==> src/rtl/pss_pkg.sv <==
`default_nettype none
package pss_pkg;

    localparam int TABLE_SLOTS_DEF = 32;
    localparam int ADDR_W = 16;
    localparam int CNT_W = 16;
    localparam int SUM_W = 32;
    localparam int AVG_W = 16;
    localparam int SLOT_W = 5;
    localparam int DIV_STEPS = 32;
    localparam int DIV_STEP_W = $clog2(DIV_STEPS);

    localparam logic FUNC_RECORD = 1'b0;
    localparam logic FUNC_REPORT = 1'b1;

    typedef struct packed {
        logic [ADDR_W-1:0] addr;
        logic [CNT_W-1:0] cnt;
        logic signed [SUM_W-1:0] sum;
    } entry_t;

    typedef enum logic [3:0] {
        ST_IDLE,
        ST_DISPATCH,
        ST_SEARCH_RD,
        ST_SEARCH_CMP,
        ST_HIT,
        ST_REC_END,
        ST_EMPTY,
        ST_REP_RD,
        ST_REP_DIV,
        ST_REP_WAIT
    } state_t;

    typedef struct packed {
        logic capture;
        logic idx_init;
        logic idx_inc;
        logic mem_rd;
        logic div_start;
        logic load_hit;
        logic load_append;
        logic load_full;
        logic load_empty;
        logic load_report;
    } cmd_t;

    typedef struct packed {
        logic func;
        logic used_one;
        logic is_full;
        logic hit;
        logic idx_last;
        logic div_done;
        logic out_free;
    } sts_t;

endpackage
`default_nettype wire

==> src/rtl/pss_div.sv <==
`default_nettype none
module pss_div (
    input  wire logic clk,
    input  wire logic rst_n,
    input  wire logic start,
    input  wire logic signed [pss_pkg::SUM_W-1:0] dividend,
    input  wire logic [pss_pkg::CNT_W-1:0] divisor,
    output logic done,
    output logic signed [pss_pkg::AVG_W-1:0] quotient
);

    localparam int SW = pss_pkg::SUM_W;
    localparam int CW = pss_pkg::CNT_W;
    localparam int AW = pss_pkg::AVG_W;
    localparam int STW = pss_pkg::DIV_STEP_W;

    logic busy_reg, busy_next;
    logic [STW-1:0] step_reg, step_next;
    logic [CW-1:0] rem_reg;
    logic [SW-1:0] quo_reg;
    logic [CW-1:0] dvs_reg;
    logic neg_reg;

    logic [CW:0] rem_shift;
    logic ge;
    logic [CW-1:0] rem_step;
    logic [SW-1:0] magnitude;

    assign magnitude = dividend[SW-1] ? SW'(-dividend) : dividend;
    assign rem_shift = {rem_reg, quo_reg[SW-1]};
    assign ge = rem_shift >= {1'b0, dvs_reg};
    assign rem_step = ge ? CW'(rem_shift - {1'b0, dvs_reg}) : rem_shift[CW-1:0];

    always_comb
    begin
        busy_next = busy_reg;
        step_next = step_reg;
        if (start)
        begin
            busy_next = 1'b1;
            step_next = '0;
        end
        else if (busy_reg)
        begin
            step_next = STW'(step_reg + STW'(1));
            if (step_reg == STW'(pss_pkg::DIV_STEPS - 1))
            begin
                busy_next = 1'b0;
            end
        end
    end

    always_ff @(posedge clk or negedge rst_n)
    begin
        if (!rst_n)
        begin
            busy_reg <= 1'b0;
            step_reg <= '0;
        end
        else
        begin
            busy_reg <= busy_next;
            step_reg <= step_next;
        end
    end

    // one quotient bit per cycle, restoring form on the magnitude
    always_ff @(posedge clk)
    begin
        if (start)
        begin
            rem_reg <= '0;
            quo_reg <= magnitude;
            dvs_reg <= divisor;
            neg_reg <= dividend[SW-1];
        end
        else if (busy_reg)
        begin
            rem_reg <= rem_step;
            quo_reg <= {quo_reg[SW-2:0], ge};
        end
    end

    assign done = !busy_reg;

    always_comb
    begin
        priority if (dvs_reg == '0)
        begin
            quotient = '0;
        end
        else if (neg_reg)
        begin
            if (quo_reg >= SW'(32768))
            begin
                quotient = {1'b1, {(AW-1){1'b0}}};
            end
            else
            begin
                quotient = AW'(AW'(0) - quo_reg[AW-1:0]);
            end
        end
        else
        begin
            if (quo_reg > SW'(32767))
            begin
                quotient = {1'b0, {(AW-1){1'b1}}};
            end
            else
            begin
                quotient = quo_reg[AW-1:0];
            end
        end
    end

endmodule
`default_nettype wire

==> src/rtl/pss_dp.sv <==
`default_nettype none
module pss_dp #(
    parameter int TABLE_SLOTS = pss_pkg::TABLE_SLOTS_DEF
) (
    input  wire logic clk,
    input  wire logic rst_n,
    input  wire pss_pkg::cmd_t cmd,
    output pss_pkg::sts_t sts,
    input  wire logic [31:0] s_tdata,
    input  wire logic s_tuser,
    output logic m_tvalid,
    input  wire logic m_tready,
    output logic [87:0] m_tdata,
    output logic [1:0] m_tuser,
    output logic m_tlast
);

    localparam int UW = $clog2(TABLE_SLOTS + 1);
    localparam int IW = $clog2(TABLE_SLOTS);
    localparam int AW = pss_pkg::ADDR_W;
    localparam int CW = pss_pkg::CNT_W;
    localparam int SW = pss_pkg::SUM_W;
    localparam int VW = pss_pkg::AVG_W;
    localparam int LW = pss_pkg::SLOT_W;

    pss_pkg::entry_t mem [TABLE_SLOTS];
    pss_pkg::entry_t rd_reg;
    pss_pkg::entry_t wr_data;

    logic [AW-1:0] addr_in_reg;
    logic signed [15:0] delay_in_reg;
    logic func_reg;
    logic [UW-1:0] idx_reg, idx_next;
    logic [UW-1:0] used_reg, used_next;
    logic [UW-1:0] idx_plus;
    logic [IW-1:0] wr_idx;
    logic wr_en;

    logic [CW-1:0] cnt_new;
    logic signed [SW:0] sum_wide;
    logic signed [SW-1:0] sum_new;

    logic div_done;
    logic signed [VW-1:0] div_q;

    logic out_valid_reg, out_valid_next;
    logic [LW-1:0] slot_reg;
    logic [AW-1:0] addr_out_reg;
    logic [CW-1:0] cnt_out_reg;
    logic signed [SW-1:0] sum_out_reg;
    logic signed [VW-1:0] avg_out_reg;
    logic is_new_reg;
    logic full_reg;
    logic last_reg;
    logic out_free;
    logic out_load;

    pss_div u_div (
        .clk      (clk),
        .rst_n    (rst_n),
        .start    (cmd.div_start),
        .dividend (rd_reg.sum),
        .divisor  (rd_reg.cnt),
        .done     (div_done),
        .quotient (div_q)
    );

    always_ff @(posedge clk)
    begin
        if (cmd.capture)
        begin
            addr_in_reg <= s_tdata[15:0];
            delay_in_reg <= s_tdata[31:16];
            func_reg <= s_tuser;
        end
    end

    assign idx_plus = UW'(idx_reg + UW'(1));

    always_comb
    begin
        idx_next = idx_reg;
        if (cmd.idx_init)
        begin
            idx_next = UW'(1);
        end
        else if (cmd.idx_inc)
        begin
            idx_next = idx_plus;
        end
        used_next = used_reg;
        if (cmd.load_append)
        begin
            used_next = UW'(used_reg + UW'(1));
        end
    end

    always_ff @(posedge clk or negedge rst_n)
    begin
        if (!rst_n)
        begin
            idx_reg <= UW'(1);
            used_reg <= UW'(1);
        end
        else
        begin
            idx_reg <= idx_next;
            used_reg <= used_next;
        end
    end

    // saturating update of a hit entry
    assign cnt_new = (rd_reg.cnt == '1) ? rd_reg.cnt : CW'(rd_reg.cnt + CW'(1));
    assign sum_wide = (SW+1)'(rd_reg.sum) + (SW+1)'(delay_in_reg);

    always_comb
    begin
        if (sum_wide[SW] != sum_wide[SW-1])
        begin
            sum_new = sum_wide[SW] ? {1'b1, {(SW-1){1'b0}}} : {1'b0, {(SW-1){1'b1}}};
        end
        else
        begin
            sum_new = sum_wide[SW-1:0];
        end
    end

    assign wr_en = cmd.load_hit || cmd.load_append;
    assign wr_idx = cmd.load_append ? used_reg[IW-1:0] : idx_reg[IW-1:0];

    always_comb
    begin
        if (cmd.load_append)
        begin
            wr_data = '{addr: addr_in_reg, cnt: '0, sum: '0};
        end
        else
        begin
            wr_data = '{addr: rd_reg.addr, cnt: cnt_new, sum: sum_new};
        end
    end

    always_ff @(posedge clk)
    begin
        if (wr_en)
        begin
            mem[wr_idx] <= wr_data;
        end
        if (cmd.mem_rd)
        begin
            rd_reg <= mem[idx_reg[IW-1:0]];
        end
    end

    assign out_free = !out_valid_reg || m_tready;
    assign out_load = cmd.load_hit || cmd.load_append || cmd.load_full
                      || cmd.load_empty || cmd.load_report;

    always_comb
    begin
        out_valid_next = out_valid_reg;
        if (out_load)
        begin
            out_valid_next = 1'b1;
        end
        else if (m_tready)
        begin
            out_valid_next = 1'b0;
        end
    end

    always_ff @(posedge clk or negedge rst_n)
    begin
        if (!rst_n)
        begin
            out_valid_reg <= 1'b0;
        end
        else
        begin
            out_valid_reg <= out_valid_next;
        end
    end

    always_ff @(posedge clk)
    begin
        priority if (cmd.load_hit)
        begin
            slot_reg <= LW'(idx_reg);
            addr_out_reg <= rd_reg.addr;
            cnt_out_reg <= cnt_new;
            sum_out_reg <= sum_new;
            avg_out_reg <= '0;
            is_new_reg <= 1'b0;
            full_reg <= 1'b0;
            last_reg <= 1'b1;
        end
        else if (cmd.load_append)
        begin
            slot_reg <= LW'(used_reg);
            addr_out_reg <= addr_in_reg;
            cnt_out_reg <= '0;
            sum_out_reg <= '0;
            avg_out_reg <= '0;
            is_new_reg <= 1'b1;
            full_reg <= 1'b0;
            last_reg <= 1'b1;
        end
        else if (cmd.load_full)
        begin
            slot_reg <= '0;
            addr_out_reg <= addr_in_reg;
            cnt_out_reg <= '0;
            sum_out_reg <= '0;
            avg_out_reg <= '0;
            is_new_reg <= 1'b0;
            full_reg <= 1'b1;
            last_reg <= 1'b1;
        end
        else if (cmd.load_empty)
        begin
            slot_reg <= '0;
            addr_out_reg <= '0;
            cnt_out_reg <= '0;
            sum_out_reg <= '0;
            avg_out_reg <= '0;
            is_new_reg <= 1'b0;
            full_reg <= 1'b0;
            last_reg <= 1'b1;
        end
        else if (cmd.load_report)
        begin
            slot_reg <= LW'(idx_reg);
            addr_out_reg <= rd_reg.addr;
            cnt_out_reg <= rd_reg.cnt;
            sum_out_reg <= rd_reg.sum;
            avg_out_reg <= div_q;
            is_new_reg <= 1'b0;
            full_reg <= 1'b0;
            last_reg <= (idx_plus == used_reg);
        end
    end

    assign m_tvalid = out_valid_reg;
    assign m_tdata = {3'b000, avg_out_reg, sum_out_reg, cnt_out_reg, addr_out_reg, slot_reg};
    assign m_tuser = {full_reg, is_new_reg};
    assign m_tlast = last_reg;

    assign sts.func = func_reg;
    assign sts.used_one = (used_reg == UW'(1));
    assign sts.is_full = (used_reg == UW'(TABLE_SLOTS));
    assign sts.hit = (rd_reg.addr == addr_in_reg);
    assign sts.idx_last = (idx_plus == used_reg);
    assign sts.div_done = div_done;
    assign sts.out_free = out_free;

    a_used_range: assert property (@(posedge clk) disable iff (!rst_n)
        used_reg != '0 && used_reg <= UW'(TABLE_SLOTS))
        else $error("slot fill count out of range");

    a_load_when_free: assert property (@(posedge clk) disable iff (!rst_n)
        out_load |-> out_free)
        else $error("result loaded over a pending result");

    a_append_room: assert property (@(posedge clk) disable iff (!rst_n)
        cmd.load_append |-> used_reg < UW'(TABLE_SLOTS))
        else $error("append into a full table");

    a_append_result: assert property (@(posedge clk) disable iff (!rst_n)
        cmd.load_append |=> m_tvalid && m_tuser[0] && cnt_out_reg == '0 && m_tlast)
        else $error("append result malformed");

endmodule
`default_nettype wire

==> src/rtl/pss_ctrl.sv <==
`default_nettype none
module pss_ctrl (
    input  wire logic clk,
    input  wire logic rst_n,
    input  wire logic s_tvalid,
    output logic s_tready,
    input  wire pss_pkg::sts_t sts,
    output pss_pkg::cmd_t cmd
);

    pss_pkg::state_t state_reg, state_next;

    always_ff @(posedge clk or negedge rst_n)
    begin
        if (!rst_n)
        begin
            state_reg <= pss_pkg::ST_IDLE;
        end
        else
        begin
            state_reg <= state_next;
        end
    end

    always_comb
    begin
        state_next = state_reg;
        unique case (state_reg)
            pss_pkg::ST_IDLE:
            begin
                if (s_tvalid)
                begin
                    state_next = pss_pkg::ST_DISPATCH;
                end
            end
            pss_pkg::ST_DISPATCH:
            begin
                if (sts.func == pss_pkg::FUNC_RECORD)
                begin
                    state_next = sts.used_one ? pss_pkg::ST_REC_END : pss_pkg::ST_SEARCH_RD;
                end
                else
                begin
                    state_next = sts.used_one ? pss_pkg::ST_EMPTY : pss_pkg::ST_REP_RD;
                end
            end
            pss_pkg::ST_SEARCH_RD:
            begin
                state_next = pss_pkg::ST_SEARCH_CMP;
            end
            pss_pkg::ST_SEARCH_CMP:
            begin
                priority if (sts.hit)
                begin
                    state_next = pss_pkg::ST_HIT;
                end
                else if (sts.idx_last)
                begin
                    state_next = pss_pkg::ST_REC_END;
                end
                else
                begin
                    state_next = pss_pkg::ST_SEARCH_RD;
                end
            end
            pss_pkg::ST_HIT, pss_pkg::ST_REC_END, pss_pkg::ST_EMPTY:
            begin
                if (sts.out_free)
                begin
                    state_next = pss_pkg::ST_IDLE;
                end
            end
            pss_pkg::ST_REP_RD:
            begin
                state_next = pss_pkg::ST_REP_DIV;
            end
            pss_pkg::ST_REP_DIV:
            begin
                state_next = pss_pkg::ST_REP_WAIT;
            end
            pss_pkg::ST_REP_WAIT:
            begin
                if (sts.div_done && sts.out_free)
                begin
                    state_next = sts.idx_last ? pss_pkg::ST_IDLE : pss_pkg::ST_REP_RD;
                end
            end
            default:
            begin
                state_next = pss_pkg::ST_IDLE;
            end
        endcase
    end

    always_comb
    begin
        cmd = '0;
        s_tready = 1'b0;
        unique case (state_reg)
            pss_pkg::ST_IDLE:
            begin
                s_tready = 1'b1;
                cmd.capture = s_tvalid;
                cmd.idx_init = s_tvalid;
            end
            pss_pkg::ST_SEARCH_RD, pss_pkg::ST_REP_RD:
            begin
                cmd.mem_rd = 1'b1;
            end
            pss_pkg::ST_SEARCH_CMP:
            begin
                // advance to the next used slot on a miss
                cmd.idx_inc = !sts.hit && !sts.idx_last;
            end
            pss_pkg::ST_HIT:
            begin
                cmd.load_hit = sts.out_free;
            end
            pss_pkg::ST_REC_END:
            begin
                cmd.load_append = sts.out_free && !sts.is_full;
                cmd.load_full = sts.out_free && sts.is_full;
            end
            pss_pkg::ST_EMPTY:
            begin
                cmd.load_empty = sts.out_free;
            end
            pss_pkg::ST_REP_DIV:
            begin
                cmd.div_start = 1'b1;
            end
            pss_pkg::ST_REP_WAIT:
            begin
                cmd.load_report = sts.div_done && sts.out_free;
                cmd.idx_inc = sts.div_done && sts.out_free && !sts.idx_last;
            end
            default:
            begin
                cmd = '0;
            end
        endcase
    end

endmodule
`default_nettype wire

==> src/rtl/per_source_packet_stats_table.sv <==
// Record item: used slots are read and compared in turn until a hit or the last slot, then
// the hit entry is updated, a new entry appended, or a table-full result given. Report item:
// per used slot, a table read, divider start, one-bit-per-cycle divider (32 steps), hand-off;
// an empty table answers with one empty result. A result waits in an output register, so
// the next item is taken while it is pending; a hand-off waits on a full one. One item at a time.
// Reset (rst_n, asynchronous, active low) empties the table, idles the controller, no clear.
`default_nettype none
module per_source_packet_stats_table #(
    parameter int TABLE_SLOTS = pss_pkg::TABLE_SLOTS_DEF
) (
    input  wire logic clk,
    input  wire logic rst_n,
    input  wire logic s_tvalid,
    output logic s_tready,
    input  wire logic [31:0] s_tdata,  // sender_addr[15:0], delay[31:16]
    input  wire logic s_tuser,         // func
    output logic m_tvalid,
    input  wire logic m_tready,
    output logic [87:0] m_tdata,       // slot_index[4:0], addr_out[20:5], packet_count[36:21],
                                       // delay_total[68:37], average_delay[84:69], zero pad
    output logic [1:0] m_tuser,        // is_new[0], table_full[1]
    output logic m_tlast
);

    pss_pkg::cmd_t cmd;
    pss_pkg::sts_t sts;

    pss_ctrl u_ctrl (
        .clk      (clk),
        .rst_n    (rst_n),
        .s_tvalid (s_tvalid),
        .s_tready (s_tready),
        .sts      (sts),
        .cmd      (cmd)
    );

    pss_dp #(
        .TABLE_SLOTS (TABLE_SLOTS)
    ) u_dp (
        .clk      (clk),
        .rst_n    (rst_n),
        .cmd      (cmd),
        .sts      (sts),
        .s_tdata  (s_tdata),
        .s_tuser  (s_tuser),
        .m_tvalid (m_tvalid),
        .m_tready (m_tready),
        .m_tdata  (m_tdata),
        .m_tuser  (m_tuser),
        .m_tlast  (m_tlast)
    );

endmodule
`default_nettype wire
==> config.mk <==
export PLATFORM = sky130hd
export DESIGN_NAME = per_source_packet_stats_table
export DESIGN_NICKNAME = d
export VERILOG_FILES = /design/src/rtl/pss_pkg.sv /design/src/rtl/pss_div.sv /design/src/rtl/pss_dp.sv /design/src/rtl/pss_ctrl.sv /design/src/rtl/per_source_packet_stats_table.sv
export SDC_FILE = /design/constraint.sdc
export NUM_CORES = 2
export LEC_CHECK = 0
export ABC_AREA = 1
export BUFFER_PORTS_ARGS = -buffer_cell sky130_fd_sc_hd__buf_4
export CAP_MARGIN = 20
export CORE_ASPECT_RATIO = 0.75
export CORE_UTILIZATION = 48
export CTS_CLUSTER_DIAMETER = 80
export DETAILED_ROUTE_END_ITERATION = 12
export PLACE_DENSITY = 0.66
export SYNTH_ARGS = -nofsm -noshare
export SYNTH_HDL_FRONTEND = slang
export SYNTH_SLANG_ARGS = --single-unit
==> constraint.sdc <==
create_clock -name clk -period 5.69 [get_ports clk]
set_clock_uncertainty 0.2 [all_clocks]
set_input_delay 0.8535 -clock clk [delete_from_list [all_inputs] [get_ports clk]]
set_output_delay 0.8535 -clock clk [all_outputs]
set_load 0.1 [all_outputs]
# Word-level counts from Yosys, hierarchy flattened
# Memory sizes are Yosys's and may differ from the RTL's. A register that Yosys moved wholly into a read port is not among the register bits.
# Cells that the tools add are included.
dict set report totals {
  reg_bits 209
  ramBits 2048
  out_inout_bits 93
  wordCells 148
  mem_count 1
}
# name words width rd rd_ports_with_merged_regs write_ports line_no
set mem_list {}
lappend mem_list {u_dp.mem 32 64 1 1 1 pss_dp.sv:26} ;# pss_pkg::entry_t mem [TABLE_SLOTS];
dict set report op_classes {
  n_addsub 8
  n_lt_le_gt_ge 3
  n_eq_ne 19
  mux 68
  n_reduce_logical 28
}
# op count
set op_table {}
lappend op_table {{$mux W32} 10}
lappend op_table {{$mux W16} 16}
lappend op_table {{$mux W64} 1}
lappend op_table {{$mux W5} 8}
lappend op_table {{$add A32 B16 Y33} 1}
lappend op_table {{$ge A32 B16 Y1 const B} 1}
lappend op_table {{$gt A32 B15 Y1 const B} 1}
lappend op_table {{$neg A32 Y32} 1}
lappend op_table {{$pmux W4 S8} 1}
lappend op_table {{$mux W4} 5}
lappend op_table {{$mux W1} 19}
lappend op_table {{$ge A17 B16 Y1} 1}
lappend op_table {{$add A16 B1 Y16 const B} 1}
lappend op_table {{$eq A16 B16 Y1} 1}
lappend op_table {{$eq A16 B16 Y1 const B} 1}
lappend op_table {{$eq A4 B3 Y1 const B} 4}
lappend op_table {{$logic_not A16 Y1} 1}
lappend op_table {{$sub A1 B16 Y16 const A} 1}
lappend op_table {{$sub A16 B16 Y16} 1}
lappend op_table {{$add A6 B1 Y6 const B} 2}
lappend op_table {{$mux W6} 2}
lappend op_table {{$mux W3} 3}
lappend op_table {{$eq A4 B2 Y1 const B} 2}
lappend op_table {{$eq A4 B4 Y1 const B} 2}
lappend op_table {{other kinds (23)} 40}

# Longest topological paths before layout
dict set report depth {
  ltp_word 9
  depth_mapped 21
  ltp_nobuf 20
}

# Cells and area by module
# A second synthesis with hierarchy kept.
dict set report unflattened {
  cells_unflattened 7585
  area_unflattened_um2 96064.6
}
# mod instances cells_per_inst area_each_um2 seq_area_each_um2
set modules_own_cells {}
lappend modules_own_cells {pss_dp 1 6714 90137.7 67191.9}
lappend modules_own_cells {pss_div 1 795 5476.5 1941.9}
lappend modules_own_cells {pss_ctrl 1 76 450.4 100.1}

# Least setup slack after synthesis
# OpenSTA, ideal clock, no wires.
dict set report synth_timing {
  kind {flip-flop to flip-flop}
  startpoint {register u_ctrl.state_reg[3]}
  endpoint {register, netlist name u_dp.rd_reg[0]}
  arrival_ps 5056
  required_time_ps 4916
  setup_slack_ps -141
  path_stages_with_launch 4
  n_path_buf 0
  synth_period_minus_slack_ps 5831
  cell_sequence {dfrtp_1 inv_1 nand2_2 o21ai_0}
}
# element line_no
set synth_rtl {}
lappend synth_rtl {{start: declaration} pss_ctrl.sv:11} ;# pss_pkg::state_t state_reg, state_next;
lappend synth_rtl {{start signal: assignment} pss_ctrl.sv:17} ;# state_reg <= pss_pkg::ST_IDLE;
lappend synth_rtl {{start signal: assignment} pss_ctrl.sv:21} ;# state_reg <= state_next;

==> metrics.md <==
| Metric | Value |
|---|---|
| Most frequent cell after synthesis | edfxtp_1 |
| Comb power frac | 0.019 |
| DIE AREA | 201400 um2 |
| Root Driver | clkbuf_16 |
| Core Area | 197600 um2 |
| Dpl cells | 10363 |
| CTS tree | yes |
| Via-to-Cell Ratio | 6.093 |
| Pwr/cell area | 311.2 nW/um2 |
| Startpoint Class | flip-flop |
| Routed vias | 65825 |
| Largest net degree at the start of global routing | 184 |
| Register-to-Register Path Depth | 19 |
| Top cells by area, synth | edfxtp_1 71%, o21ai_0 5.3%, nor2_1 4.8% |
| Clock Path Buffers | 4 |
| Buffers on Ports | 126 |
| Worst EP required | 6.20 ns |
| Total power | 33.50 mW |
| Leak Pwr | 36.78 nW |
| Switch Pwr | 6.827 mW |
| Switch share | 0.2038 |
| Synth top cells by count | 2263 x edfxtp_1, 1224 x nor2_1, 1042 x nand2_1 |
| Die Width | 517.9 um |
| Routed WL | 289.8 mm |
| Asr flop ratio synth | 0.009910 |
| Worst vdd ir | 267.0 uV |
| CP max stage delay | 0.92 ns |
| Pins Over Slew Limit | 0 |
| Routed WL per cell | 26.83 um |
| Fmax | 202.7 MHz |
| Final setup viols | 0 |
| Num ports | 130 |
| Final #Nets | around 8100 |
| TritonCTS Buffers | 221 |
| Critical Path, Cell by Cell | ha_1 > nand2_1 > inv_1 > a21oi_1 > nand2_1 > a21oi_1 > nand2_1 > nand2_1 > nand3_1 > nand2_1 > inv_1 > ha_1 > buf_4 > clkinv_1 > buf_4 > nand3_1 > buf_4 > a21oi_2 > buf_8 |
| Sequential fraction of the synthesis area | 0.7225 |
| Top FF cell, synth | edfxtp_1 |
| Die height | between 300 and 400 um |
| Hold crit path type | input port to flip-flop |
| Worst setup EP type | flip-flop |
| Final hold vios | 0 |
| Post-DP HPWL | 159.6 mm |
| Clock tree sinks | 2321 |
| Worst skew pair latency | ~0.88 ns |
| # resized after CTS | 0 |
| Worst EP arrival | 5.45 ns |
| Max cap viols | 0 |
| Reg2reg end | u_dp.mem[19][21] |
| Area leader, netlist | edfxtp_1 |
| Row count | 141 |
| Worst rel slew slack | 0.1635 |
| H-tree levels | 4 |
| Layout area overhead | 12.32% |
| Least-Margin Pin Slew | 1.245 ns |
| Internal Pwr Total | 26.67 mW |
| CP Max Fanout | 19 |
| Post-synth design cell area | 95820 um2 |
| First-pass GRT wire length | 418.8 mm |
| RSZ-0062 raised after global routing | false |
| CTS clk-pin slew, worst paths | 0.07 ns |
| ANT nets after route | 0 |
| Final setup TNS | 0 ns |
| FF+latch count, synth | 2321 |
| Routability-driven placement congestion ratio | 0.9059 |
| Yosys warnings | 0 |
| Most used cell, CP | nand2_1 |
| Slowest stage cell on the critical path | edfxtp_1 |
| Post-synth EDFFs | roughly 2300 |
| Clock power frac | 0.426 |
| Critical path class | flip-flop to flip-flop |
| Crit path from | u_dp.delay_in_reg[15] |
| Final Cycle Share | 0.8672 |
| Reg power frac | 0.555 |
| Initial Util | 0.4850 |
| Layout Utilization | 0.5447 |
| Layout cells sized above 1 | 0.09120 |
| Outcome | complete, no violations |
| Diode count | 0 |
| Initial drt markers | 9467 |
| Crit Reg-Reg Startpoint | u_dp.delay_in_reg[15] |
| R2R Setup Slk | 0.76 ns |
| Max reg flops | 2048 |
| Crit path capture | u_dp.mem[19][21] |
| Hold depth | 4 |
| Area share of the leading cell type in the synthesized netlist | 0.7092 |
| GR Util All Layers | 0.2810 |
| DRT Pass-1 Iters | 6 |
| Detailed-route DRC error count | 0 |
| Avg Inst Size Synth | 12.15 um2 |
| Post-Layout Cell Count | 10803 |
| Vias in the first global route | 61701 |
| Synth unique cells | 50 |
| Initial antenna violation count | 4 |
| Grt total ovfl | 0 |
| Synthesized instance count | 7887 |
| Tmin final | 4.934 ns |
[layer usage]
| layer | wire length, um | global-route usage |
|---|---|---|
| met4 | 9992 | 0.09487 |
| met1 | 122300 | 0.4183 |
| met2 | 127000 | 0.4184 |
| met3 | 30520 | 0.04776 |
| met5 | 13 | 0 |
[power groups by stage]
stage	Sequential [mW]	Combinational, mW	Clock, mW
floorplan	18.9	0.433	0
global placement	18.9	0.597	0
detailed placement	18.9	0.605	0
CTS	18.6	0.629	14.4
global route	18.6	0.721	15.0
finish	18.6	0.636	14.3
[layout by cell type, fill, tap and decap left out, types with 24 or more instances in the layout]
cell	n
inv_1	292
nand2_1	1041
buf_4	283
ha_1	61
clkinv_1	50
clkbuf_1	55
clkinv_2	26
nand3_1	195
o21ai_0	1002
nor2_1	1189
buf_12	29
o221ai_1	148
a21oi_2	31
edfxtp_1	2263
dlygate4sd3_1	34
o21ai_1	132
xor2_1	33
xnor2_1	24
clkbuf_16	224
nand4_1	25
a21oi_1	190
o22ai_1	531
dfxtp_1	35
nor2_4	35
nor3_1	38
[timing repair]
item | CTS | global route
endpoints found under the setup margin | 0 | 0
buffers inserted | 0 | 0
endpoints found under the hold margin | 55 | 0
hold buffers | 34 | 0
[critical path: cells and delay by family, from the launching register on]
| kind | cells | cell delay (ns) |
|---|---|---|
| buffers and inverters | 7 | 1.04 |
| AO/OA/AOI/OAI | 3 | 0.96 |
| flip-flops | 1 | 0.92 |
| AND/OR/NAND/NOR | 7 | 0.89 |
| adder cells (fa/ha/maj) | 2 | 0.74 |
[how the worst min path moves through the flow]
stage / from / end / slack [ns]
2_1_floorplan: u_dp.rd_reg[37] / u_dp.u_div.dvs_reg[5] / 0.23
3_3_place_gp: u_dp.avg_out_reg[14] / u_dp.avg_out_reg[14] / 0.24
3_5_place_dp: u_dp.avg_out_reg[7] / u_dp.avg_out_reg[7] / 0.24
4_1_cts: m_tready / u_ctrl.state_reg[2] / 0.07
5_1_grt: m_tready / u_ctrl.state_reg[2] / 0.13
6_report: m_tready / u_ctrl.state_reg[2] / 0.12
[final cells by class]
cell class | instances | area (um2)
flip-flops and latches | 2321 | 69250
multi-input cells | 4774 | 23650
fillers | 16298 | 89960
repair buffers | 368 | 3413
inverters | 305 | 1177
clock inverters | 109 | 982.2
clock buffers | 281 | 5839
well taps | 2645 | 3309
[per-stage QoR]
| step | cell area [um2] | setup slack [ns] | hold WS [ns] |
|---|---|---|---|
| CTS | 107400 | 0.4471 | 0.06817 |
| detailed placement | 100200 | 0.4815 | 0.2403 |
| finish | 107600 | 0.7558 | 0.1199 |
| floorplan | 95830 | 0.2469 | 0.2264 |
| global route | 107600 | 0.4811 | 0.1291 |
| global placement | 100100 | 0.4870 | 0.2409 |
[cell families (layout without fill, tap and decap cells)]
family          count (synthesis)  after routing  share of synthesized area
xor+xnor                       57             57                   0.005210
fa+ha+maj                      63             63                   0.008383
other cells                     1              3                 0.00003913
buf+inv                       794           1063                    0.03486
flops                        2321           2321                     0.7225
simple gates                 2578           2578                     0.1068
compound gates               2073           2073                     0.1222
No activity file was read; power rests on OpenSTA's default activity.
